--- src/design/first_fit_block_allocator_assert.svh ---
// assertion macros for the first-fit block allocator
`ifndef FIRST_FIT_BLOCK_ALLOCATOR_ASSERT_SVH
`define FIRST_FIT_BLOCK_ALLOCATOR_ASSERT_SVH

// condition holds at every clock edge out of reset
`define FFA_ASSERT_ALWAYS(lbl, clk, rst_n, cond) \
  lbl: assert property (@(posedge clk) disable iff (!rst_n) (cond)) \
    else $error("assertion failed");

// antecedent implies consequent in the same cycle
`define FFA_ASSERT_IMPL(lbl, clk, rst_n, ante, cons) \
  lbl: assert property (@(posedge clk) disable iff (!rst_n) (ante) |-> (cons)) \
    else $error("assertion failed");

`endif

--- src/design/ffa_pkg.sv ---
// package: constants and types of the first-fit block allocator
`default_nettype none
package ffa_pkg;

  localparam int HEAP_BYTES   = 65536;
  localparam int HEADER_BYTES = 12;
  localparam int MAX_BLOCKS   = 64;
  localparam int SPLIT_SLACK  = 16;

  localparam int AW = $clog2(MAX_BLOCKS);
  localparam int CW = $clog2(MAX_BLOCKS + 1);

  localparam logic [16:0]   HDR17     = 17'(HEADER_BYTES);
  localparam logic [17:0]   SPLIT18   = 18'(HEADER_BYTES + SPLIT_SLACK);
  localparam logic [15:0]   INIT_LEN  = 16'(HEAP_BYTES - HEADER_BYTES);
  localparam logic [CW-1:0] MAX_CNT   = CW'(MAX_BLOCKS);

  localparam logic       OP_ALLOC = 1'b0;
  localparam logic       OP_FREE  = 1'b1;

  localparam logic [1:0] ST_OK      = 2'd0;
  localparam logic [1:0] ST_NOFIT   = 2'd1;
  localparam logic [1:0] ST_IGNORED = 2'd2;
  localparam logic [1:0] ST_UNKNOWN = 2'd3;

  typedef struct packed {
    logic        operation;
    logic [15:0] request_size;
    logic [15:0] release_offset;
  } ffa_req_t;

  typedef struct packed {
    logic [15:0] payload_offset;
    logic [1:0]  status;
    logic [16:0] used_bytes;
  } ffa_rsp_t;

  typedef struct packed {
    logic [15:0] start;
    logic [15:0] len;
    logic        free;
  } ffa_entry_t;

  typedef struct packed {
    logic          we;
    logic [AW-1:0] waddr;
    ffa_entry_t    wdata;
    logic [AW-1:0] raddr;
  } ffa_mem_req_t;

endpackage
`default_nettype wire

--- src/design/ffa_mem.sv ---
// block table memory: one write port, one registered read port
`default_nettype none
module ffa_mem (
  input  wire                   clk_i,
  input  ffa_pkg::ffa_mem_req_t req_i,
  output ffa_pkg::ffa_entry_t   rdata_o
);
  import ffa_pkg::*;

  ffa_entry_t mem_q [MAX_BLOCKS];
  ffa_entry_t rdata_q;

  always_ff @(posedge clk_i) begin
    if (req_i.we) begin
      mem_q[req_i.waddr] <= req_i.wdata;
    end
    rdata_q <= mem_q[req_i.raddr];
  end

  assign rdata_o = rdata_q;

endmodule
`default_nettype wire

--- src/design/ffa_ctrl.sv ---
// sequencer: first-fit scan, split insert, free and merge over the table
`default_nettype none
module ffa_ctrl (
  input  wire                   clk_i,
  input  wire                   rst_ni,
  input  wire                   in_valid_i,
  output logic                  in_ready_o,
  input  ffa_pkg::ffa_req_t     in_data_i,
  output logic                  out_valid_o,
  input  wire                   out_ready_i,
  output ffa_pkg::ffa_rsp_t     out_data_o,
  output ffa_pkg::ffa_mem_req_t mem_o,
  input  ffa_pkg::ffa_entry_t   mem_rdata_i
);
  import ffa_pkg::*;

  localparam logic [4:0] S_INIT     = 5'd0;
  localparam logic [4:0] S_IDLE     = 5'd1;
  localparam logic [4:0] S_SCAN_RD  = 5'd2;
  localparam logic [4:0] S_SCAN_CK  = 5'd3;
  localparam logic [4:0] S_INS_RD   = 5'd4;
  localparam logic [4:0] S_INS_WR   = 5'd5;
  localparam logic [4:0] S_INS_FIN  = 5'd6;
  localparam logic [4:0] S_ALLOC_WR = 5'd7;
  localparam logic [4:0] S_PREV_RD  = 5'd8;
  localparam logic [4:0] S_PREV_CK  = 5'd9;
  localparam logic [4:0] S_NEXT_RD  = 5'd10;
  localparam logic [4:0] S_NEXT_CK  = 5'd11;
  localparam logic [4:0] S_MERGE    = 5'd12;
  localparam logic [4:0] S_RM_CHK   = 5'd13;
  localparam logic [4:0] S_RM_RD    = 5'd14;
  localparam logic [4:0] S_RM_WR    = 5'd15;
  localparam logic [4:0] S_RESP     = 5'd16;

  logic [4:0]    state_q, state_d;
  logic [CW-1:0] cnt_q, cnt_d;
  logic [16:0]   used_q, used_d;
  logic          out_valid_q, out_valid_d;
  ffa_rsp_t      out_q, out_d;

  logic          op_q, op_d;
  logic [16:0]   sz_q, sz_d;
  logic [15:0]   off_q, off_d;
  logic [CW-1:0] k_q, k_d;
  logic [CW-1:0] hit_q, hit_d;
  ffa_entry_t    cur_q, cur_d;
  ffa_entry_t    prev_q, prev_d;
  ffa_entry_t    next_q, next_d;
  logic [1:0]    rm_n_q, rm_n_d;
  logic [15:0]   res_off_q, res_off_d;
  logic [1:0]    res_st_q, res_st_d;

  logic [CW-1:0] k_inc, k_dec, hit_inc;
  logic [CW:0]   k_plus_n;
  logic          has_next;
  logic [16:0]   amount;
  logic [16:0]   e_off17;
  logic          split;

  assign k_inc    = k_q + CW'(1);
  assign k_dec    = k_q - CW'(1);
  assign hit_inc  = hit_q + CW'(1);
  assign k_plus_n = {1'b0, k_q} + (CW+1)'(rm_n_q);
  assign has_next = ({1'b0, hit_q} + (CW+1)'(1)) < {1'b0, cnt_q};
  assign amount   = HDR17 + {1'b0, cur_q.len};
  assign e_off17  = {1'b0, mem_rdata_i.start} + HDR17;
  assign split    = ({2'b0, mem_rdata_i.len} > ({1'b0, sz_q} + SPLIT18)) && (cnt_q < MAX_CNT);

  assign in_ready_o  = (state_q == S_IDLE);
  assign out_valid_o = out_valid_q;
  assign out_data_o  = out_q;

  always_comb begin
    state_d     = state_q;
    cnt_d       = cnt_q;
    used_d      = used_q;
    out_valid_d = out_valid_q && !out_ready_i;
    out_d       = out_q;
    op_d        = op_q;
    sz_d        = sz_q;
    off_d       = off_q;
    k_d         = k_q;
    hit_d       = hit_q;
    cur_d       = cur_q;
    prev_d      = prev_q;
    next_d      = next_q;
    rm_n_d      = rm_n_q;
    res_off_d   = res_off_q;
    res_st_d    = res_st_q;
    mem_o       = '0;
    mem_o.raddr = k_q[AW-1:0];

    case (state_q)
      S_INIT: begin
        mem_o.we    = 1'b1;
        mem_o.waddr = '0;
        mem_o.wdata = '{start: 16'd0, len: INIT_LEN, free: 1'b1};
        state_d     = S_IDLE;
      end
      S_IDLE: begin
        if (in_valid_i) begin
          op_d      = in_data_i.operation;
          sz_d      = ({1'b0, in_data_i.request_size} + 17'd7) & ~17'd7;
          off_d     = in_data_i.release_offset;
          k_d       = '0;
          res_off_d = '0;
          state_d   = S_SCAN_RD;
          if (in_data_i.operation == OP_ALLOC && in_data_i.request_size == 16'd0) begin
            res_st_d = ST_NOFIT;
            state_d  = S_RESP;
          end else if (in_data_i.operation == OP_FREE && in_data_i.release_offset == 16'd0) begin
            res_st_d = ST_IGNORED;
            state_d  = S_RESP;
          end
        end
      end
      S_SCAN_RD: begin
        mem_o.raddr = k_q[AW-1:0];
        state_d     = S_SCAN_CK;
      end
      S_SCAN_CK: begin
        if (op_q == OP_ALLOC) begin
          if (mem_rdata_i.free && ({1'b0, mem_rdata_i.len} >= sz_q)) begin
            hit_d    = k_q;
            cur_d    = mem_rdata_i;
            res_st_d = ST_OK;
            if (split) begin
              k_d = cnt_q;
              if (cnt_q > k_q + CW'(1)) begin
                state_d = S_INS_RD;
              end else begin
                state_d = S_INS_FIN;
              end
            end else begin
              state_d = S_ALLOC_WR;
            end
          end else begin
            k_d = k_inc;
            if (k_inc == cnt_q) begin
              res_st_d = ST_NOFIT;
              state_d  = S_RESP;
            end else begin
              state_d = S_SCAN_RD;
            end
          end
        end else begin
          if (e_off17 == {1'b0, off_q}) begin
            hit_d = k_q;
            cur_d = mem_rdata_i;
            if (mem_rdata_i.free) begin
              res_st_d = ST_IGNORED;
              state_d  = S_RESP;
            end else begin
              res_st_d = ST_OK;
              state_d  = S_PREV_RD;
            end
          end else begin
            k_d = k_inc;
            if (k_inc == cnt_q) begin
              res_st_d = ST_UNKNOWN;
              state_d  = S_RESP;
            end else begin
              state_d = S_SCAN_RD;
            end
          end
        end
      end
      S_INS_RD: begin
        mem_o.raddr = k_dec[AW-1:0];
        state_d     = S_INS_WR;
      end
      S_INS_WR: begin
        mem_o.we    = 1'b1;
        mem_o.waddr = k_q[AW-1:0];
        mem_o.wdata = mem_rdata_i;
        k_d         = k_dec;
        if (k_dec > hit_inc) begin
          state_d = S_INS_RD;
        end else begin
          state_d = S_INS_FIN;
        end
      end
      S_INS_FIN: begin
        mem_o.we          = 1'b1;
        mem_o.waddr       = hit_inc[AW-1:0];
        mem_o.wdata.start = 16'({1'b0, cur_q.start} + HDR17 + sz_q);
        mem_o.wdata.len   = 16'({1'b0, cur_q.len} - sz_q - HDR17);
        mem_o.wdata.free  = 1'b1;
        cur_d.len         = sz_q[15:0];
        cnt_d             = cnt_q + CW'(1);
        state_d           = S_ALLOC_WR;
      end
      S_ALLOC_WR: begin
        mem_o.we         = 1'b1;
        mem_o.waddr      = hit_q[AW-1:0];
        mem_o.wdata      = cur_q;
        mem_o.wdata.free = 1'b0;
        used_d           = used_q + amount;
        res_off_d        = cur_q.start + 16'(HEADER_BYTES);
        state_d          = S_RESP;
      end
      S_PREV_RD: begin
        used_d = (used_q >= amount) ? used_q - amount : 17'd0;
        if (hit_q == '0) begin
          prev_d.free = 1'b0;
          if (has_next) begin
            state_d = S_NEXT_RD;
          end else begin
            next_d.free = 1'b0;
            state_d     = S_MERGE;
          end
        end else begin
          mem_o.raddr = hit_q[AW-1:0] - AW'(1);
          state_d     = S_PREV_CK;
        end
      end
      S_PREV_CK: begin
        prev_d = mem_rdata_i;
        if (has_next) begin
          state_d = S_NEXT_RD;
        end else begin
          next_d.free = 1'b0;
          state_d     = S_MERGE;
        end
      end
      S_NEXT_RD: begin
        mem_o.raddr = hit_inc[AW-1:0];
        state_d     = S_NEXT_CK;
      end
      S_NEXT_CK: begin
        next_d  = mem_rdata_i;
        state_d = S_MERGE;
      end
      S_MERGE: begin
        mem_o.we         = 1'b1;
        mem_o.wdata.free = 1'b1;
        state_d          = S_RM_CHK;
        if (prev_q.free) begin
          mem_o.waddr       = hit_q[AW-1:0] - AW'(1);
          mem_o.wdata.start = prev_q.start;
          k_d               = hit_q;
          if (next_q.free) begin
            mem_o.wdata.len = prev_q.len + 16'(HEADER_BYTES) + cur_q.len
                              + 16'(HEADER_BYTES) + next_q.len;
            rm_n_d          = 2'd2;
          end else begin
            mem_o.wdata.len = prev_q.len + 16'(HEADER_BYTES) + cur_q.len;
            rm_n_d          = 2'd1;
          end
        end else begin
          mem_o.waddr       = hit_q[AW-1:0];
          mem_o.wdata.start = cur_q.start;
          if (next_q.free) begin
            mem_o.wdata.len = cur_q.len + 16'(HEADER_BYTES) + next_q.len;
            k_d             = hit_inc;
            rm_n_d          = 2'd1;
          end else begin
            mem_o.wdata.len = cur_q.len;
            state_d         = S_RESP;
          end
        end
      end
      S_RM_CHK: begin
        if (k_plus_n < {1'b0, cnt_q}) begin
          state_d = S_RM_RD;
        end else begin
          cnt_d   = cnt_q - CW'(rm_n_q);
          state_d = S_RESP;
        end
      end
      S_RM_RD: begin
        mem_o.raddr = k_plus_n[AW-1:0];
        state_d     = S_RM_WR;
      end
      S_RM_WR: begin
        mem_o.we    = 1'b1;
        mem_o.waddr = k_q[AW-1:0];
        mem_o.wdata = mem_rdata_i;
        k_d         = k_inc;
        state_d     = S_RM_CHK;
      end
      S_RESP: begin
        if (!out_valid_q || out_ready_i) begin
          out_valid_d          = 1'b1;
          out_d.payload_offset = res_off_q;
          out_d.status         = res_st_q;
          out_d.used_bytes     = used_q;
          state_d              = S_IDLE;
        end
      end
      default: begin
        state_d = S_IDLE;
      end
    endcase
  end

  always_ff @(posedge clk_i or negedge rst_ni) begin
    if (!rst_ni) begin
      state_q     <= S_INIT;
      cnt_q       <= CW'(1);
      used_q      <= '0;
      out_valid_q <= 1'b0;
    end else begin
      state_q     <= state_d;
      cnt_q       <= cnt_d;
      used_q      <= used_d;
      out_valid_q <= out_valid_d;
    end
  end

  always_ff @(posedge clk_i) begin
    out_q     <= out_d;
    op_q      <= op_d;
    sz_q      <= sz_d;
    off_q     <= off_d;
    k_q       <= k_d;
    hit_q     <= hit_d;
    cur_q     <= cur_d;
    prev_q    <= prev_d;
    next_q    <= next_d;
    rm_n_q    <= rm_n_d;
    res_off_q <= res_off_d;
    res_st_q  <= res_st_d;
  end

`include "first_fit_block_allocator_assert.svh"

  `FFA_ASSERT_ALWAYS(a_cnt_range, clk_i, rst_ni, (cnt_q != '0) && (cnt_q <= MAX_CNT))
  `FFA_ASSERT_IMPL(a_wr_in_table, clk_i, rst_ni, mem_o.we && (state_q != S_INIT),
                   {1'b0, mem_o.waddr} <= {1'b0, cnt_q})
  `FFA_ASSERT_IMPL(a_out_from_resp, clk_i, rst_ni, $rose(out_valid_q), $past(state_q) == S_RESP)

endmodule
`default_nettype wire

--- src/design/first_fit_block_allocator.sv ---
// top level: first-fit heap allocator, sequencer plus block table memory
// alloc: scans table entries in order, and shifts later entries up by one on a split
// free: scans entries to the match, reads the neighbors that exist, merges and shifts later entries down
// the speed of scans and shifts is set by the single read port of the block table
// one item in flight; the next is accepted while a result waits in the output register
// reset: the init state writes the initial free block into entry 0 before the first item is taken
`default_nettype none
module first_fit_block_allocator (
  input  wire               clk_i,
  input  wire               rst_ni,
  input  wire               in_valid_i,
  output logic              in_ready_o,
  input  ffa_pkg::ffa_req_t in_data_i,
  output logic              out_valid_o,
  input  wire               out_ready_i,
  output ffa_pkg::ffa_rsp_t out_data_o
);
  import ffa_pkg::*;

  ffa_mem_req_t mem_req;
  ffa_entry_t   mem_rdata;

  ffa_ctrl u_ctrl (
    .clk_i       (clk_i),
    .rst_ni      (rst_ni),
    .in_valid_i  (in_valid_i),
    .in_ready_o  (in_ready_o),
    .in_data_i   (in_data_i),
    .out_valid_o (out_valid_o),
    .out_ready_i (out_ready_i),
    .out_data_o  (out_data_o),
    .mem_o       (mem_req),
    .mem_rdata_i (mem_rdata)
  );

  ffa_mem u_mem (
    .clk_i   (clk_i),
    .req_i   (mem_req),
    .rdata_o (mem_rdata)
  );

endmodule
`default_nettype wire
--- config.mk ---
export PLATFORM = sky130hd
export DESIGN_NAME = first_fit_block_allocator
export DESIGN_NICKNAME = d
export VERILOG_FILES = /design/src/design/ffa_pkg.sv /design/src/design/ffa_mem.sv /design/src/design/ffa_ctrl.sv /design/src/design/first_fit_block_allocator.sv
export VERILOG_INCLUDE_DIRS = /design/src /design/src/design
export SDC_FILE = /design/constraint.sdc
export NUM_CORES = 2
export LEC_CHECK = 0
export BUFFER_PORTS_ARGS = -buffer_cell sky130_fd_sc_hd__buf_2
export CAP_MARGIN = 25
export CORE_ASPECT_RATIO = 2
export CORE_MARGIN = 2
export CORE_UTILIZATION = 56
export CTS_CLUSTER_SIZE = 40
export DETAILED_ROUTE_END_ITERATION = 12
export PLACE_DENSITY_LB_ADDON = 0.1
export SLEW_MARGIN = 20
export SYNTH_ARGS = -nofsm -noshare
export SYNTH_HDL_FRONTEND = slang
export SYNTH_SLANG_ARGS = --single-unit
--- constraint.sdc ---
create_clock -name clk_i -period 8.9 [get_ports clk_i]
set_clock_uncertainty 0.2 [all_clocks]
set_input_delay 0.445 -clock clk_i [delete_from_list [all_inputs] [get_ports clk_i]]
set_output_delay 0.445 -clock clk_i [all_outputs]
set_load 0.1 [all_outputs]
## Word level (Yosys, flattened, before mapping)

Memories as Yosys holds them, arrays and structs flattened. A register that Yosys moved wholly into a read port is not among the register bits.
Index checks and enable logic that the tools add are counted.

- Add/subtract/negate cells: 25
- Order comparisons: 8
- Equal/unequal tests: 31
- Muxes and demuxes: 67
- Bitwise gates (word level): 1
- Reduce and logical (&&, ||, !) cells: 35

Operator list:

| cell | number |
|---|---|
| one-hot mux 40 bit (5 select lines) | 1 |
| two-way mux 33 bit | 3 |
| adder 16 x 4 -> 16 bit (second input constant) | 5 |
| one-hot mux 5 bit (16 select lines) | 1 |
| two-way mux 7 bit | 11 |
| two-way mux 5 bit | 13 |
| adder 16 bit | 4 |
| one-hot mux 16 bit (2 select lines) | 2 |
| two-way mux 16 bit | 3 |
| equality test 5 x 4 -> 1 bit (second input constant) | 8 |
| two-way mux 38 bit | 1 |
| one-hot mux 7 bit (5 select lines) | 1 |
| one-hot mux 17 bit (2 select lines) | 1 |
| logical NOT 16 bit | 2 |
| two-way mux 2 bit | 15 |
| one-hot mux 6 bit (4 select lines) | 1 |
| adder 7 x 1 -> 7 bit (second input constant) | 3 |
| equality test 5 x 3 -> 1 bit (second input constant) | 4 |
| adder 17 x 5 -> 18 bit (second input constant) | 1 |
| greater-than comparator 16 x 18 -> 1 bit | 1 |
| adder 16 x 3 -> 17 bit (second input constant) | 1 |
| adder 16 x 4 -> 17 bit (second input constant) | 1 |
| adder 17 bit | 1 |
| adder 4 x 16 -> 17 bit (first input constant) | 1 |
| other kinds (46) | 82 |

- Bits in registers: 212
- Bits in writable memories: 2112
- Output and inout port bits: 37
- Word-level logic and storage cells: 190
- Memories: 1

Memories:

| name | words | bits a word | read ports | clocked after memory_dff | write ports | line | text |
|---|---|---|---|---|---|---|---|
| u_mem.mem_q | 64 | 33 | 1 | 1 | 1 | ffa_mem.sv:10 | `ffa_entry_t mem_q [MAX_BLOCKS];` |

## Logic depth before layout (Yosys ltp)

- Depth in word-level cells: 9
- Mapped depth: 21

## Modules after synthesis

Synthesis repeated with hierarchy kept, for this count alone.

- Cells, all modules: 5417
- Area total of the unflattened synthesis: 99330.3 sq um

Modules (own cells, without submodules):

| module | instances | cells an instance | area an instance (sq um) | sequential area each (sq um) |
|---|---|---|---|---|
| ffa_mem | 1 | 3495 | 81140.3 | 64081.5 |
| ffa_ctrl | 1 | 1922 | 18189.9 | 6217.2 |

## Worst setup path after synthesis

Ideal clock, no wire load.

- Path kind: flip-flop to flip-flop
- Start: reg u_ctrl.state_q[4]
- End: mem u_mem.mem_q[0][5] (netlist name), data pin
- Data arrival time: 5.487 ns
- Path slack: 2.205 ns
- Cell stages (with the launch flop): 6
- Path buffers: 2
- Period minus slack after synthesis: 6.695 ns
- Cells stage by stage: dfrtp_1 clkbuf_1 nor3b_2 nand2_1 clkbuf_1 o311ai_0

RTL lines:

| what | line | text |
|---|---|---|
| start, declared | ffa_ctrl.sv:35 | `logic [4:0] state_q, state_d;` |
| start signal, assigned | ffa_ctrl.sv:304 | `state_q <= state_d;` |
| end, declared | ffa_mem.sv:10 |  |

==> results by group <==
Drt
  • First-pass DRT Iterations: 9
  • Post-detailed-route via-to-cell ratio: 6.57
  • Via count: 63700
  • DRT antenna net count: 0
  • WL final: 322000 um
  • Wire per inst: 33.1 um
  • # DRC: 0
  • 1st-iter DRT viols: 7166

Cells and area
  • Synth-to-layout area growth: 11.6%
  • # fillers: 13200
  • Layout cells sized above 1: 12.2%
  • Post-layout util: 62.9%
  • Final nets: 7491

Placed design
  • HPWL after DPL: 200000 um
  • RePlAce Congestion: 0.974
  • Port Buf Inserts: 73

Setup path
  • Worst setup EP type: register
  • Critical Path Most Common Cell: ha_1
  • Slowest stage cell, crit path: o41ai_1
  • Startpoint Class: register
  • Worst Setup Path Type: reg2reg
  • Max FO, Critical Path: 38
  • Worst EP required: 9290 ps
  • Reg2reg path depth: 21
  • Critical Path, Cell by Cell: inv_1 > ha_1 > inv_1 > ha_1 > a211oi_1 > nor2_1 > o41ai_1 > nor2b_1 > nor2_1 > xnor2_1 > ha_1 > ha_1 > a21o_1 > o41a_1 > a41o_1 > o41ai_1 > xnor2_1 > nand2_1 > o211ai_1 > a221o_2 > buf_16
  • Arr. time, crit path: 6910 ps
  • Largest stage delay on the critical path: 700 ps

Synth
  • Cells taking the most area after synthesis: edfxtp_1 (69%), nand2_1 (4.7%), mux2i_1 (3.7%), ha_1 (3.0%), mux4_2 (2.5%)
  • Area leader, netlist: edfxtp_1
  • Netlist cell types: 85
  • Gate Count Post-Synth: 7049
  • Post-synth EDFFs: 2294
  • Synth warn: 0
  • Syn Area/Cell: 14.2 um2
  • Top cells by count, synth: edfxtp_1 (2294), nand2_1 (1266), mux2i_1 (368)
  • Flop and latch count out of synthesis: 2357
  • Leading cell type by number of instances after synthesis: edfxtp_1
  • Register area share after synthesis: 70.0%
  • Post-Synthesis Net Count: 7332
  • Synthesized cell area: 100000 um2
  • Share of the synthesized area in the top cell type: 68.6%
  • Async set-or-reset flop fraction in the synthesized netlist: 1.27%
  • Synth Flop Type: edfxtp_1

Timing
  • Minimum clock period: 6520 ps
  • Max Clk Rate: 153 MHz
  • Slew @ Worst Pin: 1170 ps
  • RSZ-0062 raised after global routing: no
  • Tcrit/Tclk final: 73.2%
  • Hold Vio Cnt, Final: 0
  • TNS Setup: 0 ps
  • Max Slew Vio Count: 0
  • Final setup viols: 0
  • Slew margin rel.: 21.2%

Pwr
  • Leakage power: 39.2 nW
  • Worst vdd ir: 0.272 mV
  • Power Dens Cells: 336 nW/um2

Clock tree
  • CTS tree: done
  • Htree depth: 4
  • Clk pin slew, worst setup/hold paths: 70 ps
  • Clk_lat worst skew: 860 ps
  • Number of CTS-inserted buffers: 206
  • CTS Buffer Depth: 4
  • # clock sinks: 2357
  • Root buffer cell: clkbuf_16
  • Post-CTS Setup Repair Bufs: 0

GRT
  • GR peak layer: met2
  • GRT Overall Usage: 35.0%
  • M1 GR Usage: 38.2%
  • Grt met3 use: 5.54%
  • Initial antenna violation count: 13
  • Vias in the first global route: 63200
  • Largest net degree at the start of global routing: 133
  • GR Util met2: 59.7%
  • Grt ovf: 0
  • First-pass GRT wire length: 450000 um

Die
  • Die ar.: 183000 um2
  • FP Rows: 219
  • Die height: 603 um
  • Core footprint: 178000 um2
  • Number of I/O pins: 74
  • Initial Utilization: 56.4%
  • Die W: 303 um

Run
  • MaxCap Viol Count: 0

Hold path
  • Min-delay worst type: in2reg
  • WHS Path Cells: 5

Run status
  • Status: complete, no violations
==> metrics by stage <==
stage	power, W	area, um2	instances	hold slack [ps]	setup slack, ps
global placement	0.0283	105000	9270	73.7	2200
finish	0.0377	112000	9700	133	2380
global route	0.0389	112000	9690	137	2090
CTS	0.0376	112000	9687	46.2	2370
floorplan	0.0228	100000	7049	-50.6	2200
detailed placement	0.0286	105000	9273	76.1	2430
==> cells by family after synthesis <==
logic type,share of synthesized area (%)
adder cells (fa/ha/maj),3.12
XOR/XNOR,1.56
multiplexers,6.27
flip-flops,70.0
buffers and inverters,2.27
AO/OA/AOI/OAI,7.16
AND/OR/NAND/NOR,9.63
==> layer usage <==
| metal | wire (um) | vias to the layer above |
|---|---|---|
| li1 | - | 27200 |
| met1 | 104000 | 32400 |
| met2 | 162000 | 3139 |
| met3 | 23800 | 964 |
| met4 | 32000 | 10 |
| met5 | 69 | - |
==> registers in the layout (all words and copies together) (netlist names) <==
| signal | flops |
|---|---|
| u_ctrl.cnt_q | 7 |
| u_ctrl.cur_q | 32 |
| u_ctrl.hit_q | 7 |
| u_ctrl.k_q | 7 |
| u_ctrl.next_q | 17 |
| u_ctrl.off_q | 16 |
| u_ctrl.op_q | 1 |
| u_ctrl.out_data_o | 35 |
| u_ctrl.out_valid_o | 1 |
| u_ctrl.prev_q | 33 |
| u_ctrl.res_off_q | 16 |
| u_ctrl.res_st_q | 2 |
| u_ctrl.rm_n_q | 2 |
| u_ctrl.state_q | 5 |
| u_ctrl.sz_q | 14 |
| u_ctrl.used_q | 17 |
| u_mem.mem_q | 2112 |
| u_mem.rdata_o | 33 |
==> cell type report <==
class,instances,area (um2),share of cell area (%)
sequential,2357,70300,62.7
timing repair buffer,338,2590,2.31
tap,2320,2900,2.59
clock buffer,266,5610,5.00
clock inverter,103,1130,1.01
antenna,11,27.5,0.0246
inverter,156,586,0.523
multi-input combinational,4149,28900,25.8
==> critical path: cells and delay by family, from the launching register on <==
family                     cells  cell delay (ps)
AOI/OAI and AO/OA              8             2970
xor gates and xnor gates       2              290
adders and majority gates      4             1250
buffers and inverters          3              520
DFF                            1              510
and+or+nand+nor                4              460
==> repair_timing <==
item                                   in CTS  in global routing
gates resized for setup                     0                  0
hold buffers                               45                  0
endpoints found under the hold margin      67                  0
==> final timing paths <==
kind | start | to | slack (ps)
worst min-delay path | in_data_i[16] | u_ctrl.res_st_q[1] | 130
worst max-delay path | u_ctrl.cur_q[3] | u_mem.mem_q[44][15] | 2380
min in group asynchronous | rst_ni | u_ctrl.cnt_q[2] | 580
max in group asynchronous | rst_ni | u_ctrl.cnt_q[1] | 7380
worst min register to register | u_ctrl.res_st_q[0] | u_ctrl.out_data_o[17] | 220
worst max register to register | u_ctrl.cur_q[3] | u_mem.mem_q[44][15] | 2380
==> placed cells by master, fill, tap and decap left out, types with 114 or more instances in the layout <==
cell type  count
edfxtp_1    2294
buf_4        209
clkbuf_16    211
mux2i_1      368
nand3_1      255
nand4_1      121
a21oi_1      300
nor2_1       191
inv_1        156
xnor2_1      114
nand2_1     1257
ha_1         238
==> power by group <==
part,internal (W),switching (W),total [W]
Sequential,0.0140,0.000628,0.0146
Combinational,0.00414,0.00979,0.0139
Clock,0.00509,0.00403,0.00912
Total,0.0232,0.0144,0.0377
No activity file was read; power rests on OpenSTA's default activity.
